### src/hdl/jtl_pkg.sv
// Types, constants and lookup functions of the token lexer.
package jtl_pkg;

   localparam int NumBits = 31;
   localparam int CharW   = 8;
   localparam int KindW   = 5;
   localparam int ValueW  = 31;
   localparam int QPtrW   = 3;
   localparam int QDepth  = 1 << QPtrW;
   localparam int QLvlW   = QPtrW + 1;

   typedef enum logic [1:0] {
      MODE_IDLE  = 2'd0,
      MODE_IDENT = 2'd1,
      MODE_NUM   = 2'd2
   } mode_type;

   typedef enum logic [KindW-1:0] {
      K_ICHAR  = 5'd0,
      K_IEND   = 5'd1,
      K_NUM    = 5'd2,
      K_PLUS   = 5'd3,
      K_MINUS  = 5'd4,
      K_STAR   = 5'd5,
      K_SLASH  = 5'd6,
      K_LBRACE = 5'd7,
      K_RBRACE = 5'd8,
      K_LBRACK = 5'd9,
      K_RBRACK = 5'd10,
      K_LPAREN = 5'd11,
      K_RPAREN = 5'd12,
      K_DOT    = 5'd13,
      K_COMMA  = 5'd14,
      K_QUOTE  = 5'd15,
      K_COLON  = 5'd16,
      K_END    = 5'd17,
      K_ERR    = 5'd18
   } kind_type;

   typedef struct packed {
      kind_type            kind;
      logic [CharW-1:0]    ichar;
      logic [ValueW-1:0]   value;
      logic                ovf;
   } token_type;

   // Up to two tokens produced by one byte, in order.
   typedef struct packed {
      logic [1:0] count;
      token_type  tok0;
      token_type  tok1;
   } push_type;

   // Punctuation code of a byte, error code for anything else.
   function automatic kind_type punct_kind(input logic [CharW-1:0] c);
      kind_type k;
      unique case (c)
         8'h2B:   k = K_PLUS;
         8'h2D:   k = K_MINUS;
         8'h2A:   k = K_STAR;
         8'h2F:   k = K_SLASH;
         8'h7B:   k = K_LBRACE;
         8'h7D:   k = K_RBRACE;
         8'h5B:   k = K_LBRACK;
         8'h5D:   k = K_RBRACK;
         8'h28:   k = K_LPAREN;
         8'h29:   k = K_RPAREN;
         8'h2E:   k = K_DOT;
         8'h2C:   k = K_COMMA;
         8'h22:   k = K_QUOTE;
         8'h3A:   k = K_COLON;
         default: k = K_ERR;
      endcase
      return k;
   endfunction

endpackage

### src/hdl/json_token_lexer.sv
// An accepted byte is registered in the input stage and decoded; its tokens queue until taken.
// Throughput: one input word per cycle while results drain at one word per cycle;
//   a byte closing a token can yield two result words, and input stalls above four queued tokens.
// Rate limit: single result port draining an eight-entry token queue.
// Reset: synchronous, active high; clears mode, number, queue and input stage.
module json_token_lexer (
   input  logic        clock,
   input  logic        reset,
   // request channel
   input  logic        req_tvalid,
   output logic        req_tready,
   input  logic [7:0]  req_tdata,   // [7:0] symbol_byte
   // response channel
   output logic        rsp_tvalid,
   input  logic        rsp_tready,
   output logic [39:0] rsp_tdata,   // [7:0] ident_char, [38:8] number_value,
                                    // [39] number_overflow
   output logic [4:0]  rsp_tuser    // [4:0] token_kind
);
   import jtl_pkg::*;

   push_type            push;
   token_type           head;
   logic                head_valid;
   logic [QLvlW-1:0]    level;
   logic                req_take;

   // Admit a word only while the queue can absorb both the word in the
   // input stage and this one, two tokens each in the worst case.
   assign req_tready = (level <= QLvlW'(QDepth - 4));
   assign req_take   = req_tvalid && req_tready;

   // Register the byte, decode it against the mode and push its tokens.
   jtl_lex u_lex (
      .clock    (clock),
      .reset    (reset),
      .in_valid (req_take),
      .in_byte  (req_tdata),
      .push     (push)
   );

   // Hold tokens until the consumer takes them; advance on each handshake.
   jtl_tokq u_tokq (
      .clock      (clock),
      .reset      (reset),
      .push       (push),
      .pop        (rsp_tready),
      .head       (head),
      .head_valid (head_valid),
      .level      (level)
   );

   assign rsp_tvalid = head_valid;
   assign rsp_tdata  = {head.ovf, head.value, head.ichar};
   assign rsp_tuser  = head.kind;

endmodule

### src/hdl/jtl_lex.sv
// Input register, lexer state and token decode for one byte per cycle.
module jtl_lex (
   input  logic                      clock,
   input  logic                      reset,
   input  logic                      in_valid,
   input  logic [jtl_pkg::CharW-1:0] in_byte,
   output jtl_pkg::push_type         push
);
   import jtl_pkg::*;

   logic                byte_vld_ff;
   logic [CharW-1:0]    byte_ff;
   mode_type            mode_ff, mode_in;
   logic [NumBits-1:0]  acc_ff, acc_in;
   logic                ovf_ff, ovf_in;

   logic is_end, is_letter, is_digit, is_under, is_space, is_zero;
   logic stay_ident, stay_num, close_ident, close_num;
   logic [NumBits+3:0] acc_ext, acc_mul, max_ext;
   logic               sat;
   logic [NumBits-1:0] digit_val;
   token_type          fresh_tok, char_tok, num_tok, iend_tok;
   logic               fresh_emit;

   always_ff @(posedge clock) begin
      if (reset) begin
         byte_vld_ff <= 1'b0;
         mode_ff     <= MODE_IDLE;
         acc_ff      <= '0;
         ovf_ff      <= 1'b0;
      end else begin
         byte_vld_ff <= in_valid;
         mode_ff     <= mode_in;
         acc_ff      <= acc_in;
         ovf_ff      <= ovf_in;
      end
   end

   always_ff @(posedge clock) begin
      if (in_valid) begin
         byte_ff <= in_byte;
      end
   end

   // Character classes.
   always_comb begin
      is_end    = (byte_ff == 8'h00) || (byte_ff == 8'hFF);
      is_letter = ((byte_ff >= 8'h41) && (byte_ff <= 8'h5A)) ||
                  ((byte_ff >= 8'h61) && (byte_ff <= 8'h7A));
      is_digit  = (byte_ff >= 8'h30) && (byte_ff <= 8'h39);
      is_zero   = (byte_ff == 8'h30);
      is_under  = (byte_ff == 8'h5F);
      is_space  = (byte_ff <= 8'h20) || (byte_ff >= 8'h80);
      digit_val = NumBits'(byte_ff[3:0]);
   end

   // Mode decode; the unused mode code acts as idle.
   always_comb begin
      stay_ident  = 1'b0;
      stay_num    = 1'b0;
      close_ident = 1'b0;
      close_num   = 1'b0;
      unique case (mode_ff)
         MODE_IDENT: begin
            stay_ident  = !is_end && (is_letter || is_digit || is_under);
            close_ident = !stay_ident;
         end
         MODE_NUM: begin
            stay_num  = !is_end && is_digit;
            close_num = !stay_num;
         end
         default: begin
         end
      endcase
   end

   // acc * 10 + digit, saturating at the all-ones value.
   always_comb begin
      acc_ext = (NumBits+4)'(acc_ff);
      acc_mul = (acc_ext << 3) + (acc_ext << 1) + (NumBits+4)'(digit_val);
      max_ext = {4'b0000, {NumBits{1'b1}}};
      sat     = acc_mul > max_ext;
   end

   // Next state.
   always_comb begin
      mode_in = mode_ff;
      acc_in  = acc_ff;
      ovf_in  = ovf_ff;
      if (byte_vld_ff) begin
         if (stay_num) begin
            acc_in = sat ? {NumBits{1'b1}} : acc_mul[NumBits-1:0];
            ovf_in = ovf_ff | sat;
         end else if (!stay_ident) begin
            mode_in = MODE_IDLE;
            if (close_num) begin
               acc_in = '0;
               ovf_in = 1'b0;
            end
            if (!is_end && is_letter) begin
               mode_in = MODE_IDENT;
            end else if (!is_end && is_digit && !is_zero) begin
               mode_in = MODE_NUM;
               acc_in  = digit_val;
               ovf_in  = 1'b0;
            end
         end
      end
   end

   // Tokens.
   always_comb begin
      char_tok       = '0;
      char_tok.kind  = K_ICHAR;
      char_tok.ichar = byte_ff;
      iend_tok       = '0;
      iend_tok.kind  = K_IEND;
      num_tok        = '0;
      num_tok.kind   = K_NUM;
      num_tok.value  = ValueW'(acc_ff);
      num_tok.ovf    = ovf_ff;

      fresh_tok  = '0;
      fresh_emit = 1'b1;
      priority if (is_end) begin
         fresh_tok.kind = K_END;
      end else if (is_letter) begin
         fresh_tok = char_tok;
      end else if (is_zero) begin
         fresh_tok.kind = K_NUM;
      end else if (is_digit || is_space) begin
         fresh_emit = 1'b0;
      end else begin
         fresh_tok.kind = punct_kind(byte_ff);
      end

      push = '0;
      if (byte_vld_ff) begin
         priority if (stay_ident) begin
            push.count = 2'd1;
            push.tok0  = char_tok;
         end else if (stay_num) begin
            push.count = 2'd0;
         end else if (close_ident || close_num) begin
            push.tok0  = close_ident ? iend_tok : num_tok;
            push.tok1  = fresh_tok;
            push.count = fresh_emit ? 2'd2 : 2'd1;
         end else begin
            push.tok0  = fresh_tok;
            push.count = {1'b0, fresh_emit};
         end
      end
   end

endmodule

### src/hdl/jtl_tokq.sv
// Small token queue that takes up to two tokens and gives one per cycle.
module jtl_tokq (
   input  logic                      clock,
   input  logic                      reset,
   input  jtl_pkg::push_type         push,
   input  logic                      pop,
   output jtl_pkg::token_type        head,
   output logic                      head_valid,
   output logic [jtl_pkg::QLvlW-1:0] level
);
   import jtl_pkg::*;

   token_type          q_ff [QDepth];
   logic [QPtrW-1:0]   wr_ptr_ff, wr_ptr_in;
   logic [QPtrW-1:0]   rd_ptr_ff, rd_ptr_in;
   logic [QLvlW-1:0]   level_ff, level_in;
   logic               do_pop;

   always_comb begin
      do_pop    = pop && (level_ff != '0);
      wr_ptr_in = wr_ptr_ff + QPtrW'(push.count);
      rd_ptr_in = rd_ptr_ff + QPtrW'(do_pop);
      level_in  = level_ff + QLvlW'(push.count) - QLvlW'(do_pop);
   end

   always_ff @(posedge clock) begin
      if (reset) begin
         wr_ptr_ff <= '0;
         rd_ptr_ff <= '0;
         level_ff  <= '0;
      end else begin
         wr_ptr_ff <= wr_ptr_in;
         rd_ptr_ff <= rd_ptr_in;
         level_ff  <= level_in;
      end
   end

   always_ff @(posedge clock) begin
      if (push.count != 2'd0) begin
         q_ff[wr_ptr_ff] <= push.tok0;
      end
      if (push.count == 2'd2) begin
         q_ff[wr_ptr_ff + QPtrW'(1)] <= push.tok1;
      end
   end

   assign head       = q_ff[rd_ptr_ff];
   assign head_valid = (level_ff != '0);
   assign level      = level_ff;

endmodule

### config.mk
export PLATFORM = sky130hd
export DESIGN_NAME = json_token_lexer
export DESIGN_NICKNAME = d
export VERILOG_FILES = /design/src/hdl/jtl_pkg.sv /design/src/hdl/json_token_lexer.sv /design/src/hdl/jtl_lex.sv /design/src/hdl/jtl_tokq.sv
export SDC_FILE = /design/constraint.sdc
export NUM_CORES = 1
export LEC_CHECK = 0
export ABC_AREA = 1
export BUFFER_PORTS_ARGS = -buffer_cell sky130_fd_sc_hd__buf_2
export CORE_MARGIN = 5
export CORE_UTILIZATION = 45
export CTS_BUF_LIST = sky130_fd_sc_hd__clkbuf_8
export CTS_CLUSTER_SIZE = 8
export DETAILED_ROUTE_END_ITERATION = 6
export PLACE_DENSITY = 0.73
export SLEW_MARGIN = 20
export SYNTH_ARGS = -nofsm -noshare
export SYNTH_HDL_FRONTEND = slang
export SYNTH_SLANG_ARGS = --single-unit
### constraint.sdc
create_clock -name clock -period 3.05 [get_ports clock]
set_input_delay 0.61 -clock clock [delete_from_list [all_inputs] [get_ports clock]]
set_output_delay 0.61 -clock clock [all_outputs]
set_load 0.02 [all_outputs]
==> results.ini <==
[floorplan]
start_util = 0.456
floorplan.die_area_sq_mm = 0.0528
num_io_pins = 59
die_y_microns = 230
design.core.area_sq_mm = 0.0477
die_x_microns = 230
rows = 80

[finish]
layoutNonFillerInstCount = 3804
layout.nets = 3225
syn2layout_area_growth_pct = 16.4
final_common_cell = nand2_1
layout-drive-gt1-share = 0.132
layout_common_cells = 564 x nand2_1, 492 x nor2_1, 419 x o21ai_0

[logic_synthesis]
synth_seq_area_share = 0.432
yosysUniqueCellTypes = 45
syn_area_sq_mm = 0.0218
syn_inst = 3024
syn_area_per_cell_sq_um = 7.19
ys_ff_latch = 413
synth_edf_count = 112
async_flop_share = 0
ys.warnings.count = 0
ys.flop_type = dfxtp_1

[timing]
final.setup_skew_ps = 32.2
timing.final.crit_share = 0.983
fmax_mhz = 334
whs_ps = 142
rsz0062_at_grt = yes
max_slew_margin = 0.464
report.final.setup_viol = 0
fin_tns_setup_ps = 0
worstMarginPinSlew_ps = 801
maxSlewViolCount = 0
finalCriticalPeriod_ps = 3000
finalHoldViolCount = 0

[global_route]
antenna_found_initial = 2
grt_overflow = 0
grt_usage = 0.246
grt_pass1_wl_microns = 107000
grt_max_degree = 94
grt_pass1_vias = 19700

[flow_run]
maxCapViolCount = 0

[pwr]
seqPwrFrac = 0.375
combPwrFrac = 0.363
power-per-cell-area_mw_per_mm2 = 727
p_leak_nw = 11.4
clkPwrFrac = 0.262
net-switching-power_mw = 7.08
worst_ir_drop_vdd_mv = 0.480
swShare = 0.385
internal_power_mw = 11.3

[placed_design]
dp.cells = 3653
dpl.hpwl_microns = 44700
port_buffers = 58
gp_congestion = 0.965

[routing]
wire_per_inst_microns = 18.1
route.final.wire_length_microns = 69000
via_per_inst = 5.61
num_vias = 21300
antenna_left = 0
dr.pass1.iters = 7
drc = 0
first_iter_violations = 2408

[setup_path]
crit_chain = clkinv_8 > buf_12 > o21ai_0 > a31oi_1 > buf_2
crit_path_end_kind = output port
cpLargestDelayFamily = buffers and inverters
cpPeakStageDelay_ps = 500
slowest_stage = dfxtp_4
cp.required_ps = 2440
critical_path.startpoint_type = flop
cp_max_fo = 32
arrival_ps = 2390
crit_type = flop to output port
cp_num_buf_inv = 3

[cts]
cts_tree = built
cts_root_buf = clkbuf_8
clkTransAtPathRegs_ps = 60
clkSinkCount = 413
h-tree-depth = 3
clock_latency_ps = 650
clockBufferDepth = 3
cts_buffers = 71

[status]
outcome = complete, no violations

[hold_path]
hp-class = input port to flop

through the flow:
step,cell area (sq um),setup slack [ps],total power [mW],util
global placement,23300,-20.1,13.1,0.487
finish,25300,53.0,18.4,0.530
CTS,24700,11.7,18.0,0.517
detailed placement,23300,-63.4,13.1,0.487
floorplan,21800,22.4,11.2,-
global route,25300,-75.8,19.5,0.530
cell type report:
type | instances | area [sq um]
diodes | 1 | 2.50
repair buffers | 215 | 1930
flip-flops and latches | 413 | 9400
inverters | 267 | 1040
multi-input cells | 2168 | 10800
clock buffers | 83 | 1140
fillers | 4532 | 22400
clock inverters | 42 | 199
well taps | 615 | 769
state kept, by name, summed over array words and instances (netlist names):
register           flops
u_tokq.q_ff          360
u_lex.acc_ff          31
u_lex.byte_ff          8
u_tokq.level           4
u_tokq.rd_ptr_ff       3
u_tokq.wr_ptr_ff       3
u_lex.mode_ff          2
u_lex.byte_vld_ff      1
u_lex.ovf_ff           1
worst register-to-register path, stage by stage (launching register included):
cell and delay [ps]:
edfxtp_1 470, nor2_2 160, nand2_1 90, nor2_2 160, inv_2 70, a21oi_2 150
nor3_2 60, nand3b_1 170, ha_2 320, nand2_1 40, nand2_1 70, nand2_2 100
nand2_4 180, nand2_1 150, buf_4 200, nand2_2 120, buf_12 180
repair_timing:
item	4_1_cts	5_1_grt
pin swaps	0	17
gates cloned	1	6
gates resized for setup	10	102
setup buffers	2	16
hold buffers	0	0
setup endpoints to repair	54	508
path summary, 6_finish.rpt:
kind	start	end	slack, ps	depth (start not counted)
min reg2reg	u_tokq.q_ff[1][4]	u_tokq.q_ff[1][4]	460	2
min	req_tdata[4]	u_lex.byte_ff[4]	140	1
max	u_tokq.rd_ptr_ff[0]	rsp_tuser[3]	50	5
max reg2reg	u_lex.byte_ff[2]	u_tokq.q_ff[5][34]	70	16
per-layer routing:
metal,global-route usage,up-vias,share of wire
li1,-,10300,-
met1,0.343,9944,0.43
met2,0.388,956,0.46
met3,0.0498,147,0.090
met4,0.0783,2,0.028
met5,0,-,0.00010
synthesized netlist by cell type (7+ instances only):
| master | n | area share |
|---|---|---|
| buf_2 | 37 | 0.0085 |
| inv_1 | 247 | 0.043 |
| a21oi_1 | 147 | 0.034 |
| edfxtp_1 | 112 | 0.15 |
| o21ai_0 | 425 | 0.098 |
| buf_1 | 9 | 0.0016 |
| nor3_1 | 11 | 0.0025 |
| inv_2 | 17 | 0.0029 |
| xnor2_1 | 16 | 0.0064 |
| nand3_1 | 131 | 0.030 |
| clkbuf_1 | 124 | 0.021 |
| buf_4 | 12 | 0.0041 |
| o211ai_1 | 28 | 0.0097 |
| nand2_2 | 8 | 0.0023 |
| nand4_1 | 7 | 0.0020 |
| o22ai_1 | 73 | 0.021 |
| a31oi_1 | 73 | 0.021 |
| o21ai_1 | 37 | 0.0085 |
| nand2_1 | 581 | 0.10 |
| dfxtp_1 | 301 | 0.28 |
| nor2_1 | 498 | 0.086 |
| ha_1 | 73 | 0.042 |
power groups by stage:
stage                     Sequential [mW]  Clock [mW]  Combinational (mW)
after floorplan                      6.85           0                4.32
after CTS                            6.87        4.88                6.29
after global placement               6.96           0                6.13
after global routing                 6.99        5.14                7.41
final                                6.90        4.82                6.68
after detailed placement             6.98           0                6.16
kinds of logic (layout without fill, tap and decap cells):
logic type | after synthesis | count (layout) | synth area share
AO/OA/AOI/OAI | 796 | 796 | 0.196
XOR/XNOR | 21 | 21 | 0.00845
adder cells (fa/ha/maj) | 77 | 77 | 0.0457
buffers and inverters | 450 | 607 | 0.0822
flip-flops | 413 | 413 | 0.432
other | 1 | 9 | 0.000172
AND/OR/NAND/NOR | 1266 | 1266 | 0.236
(Power assumes the default switching activity.)
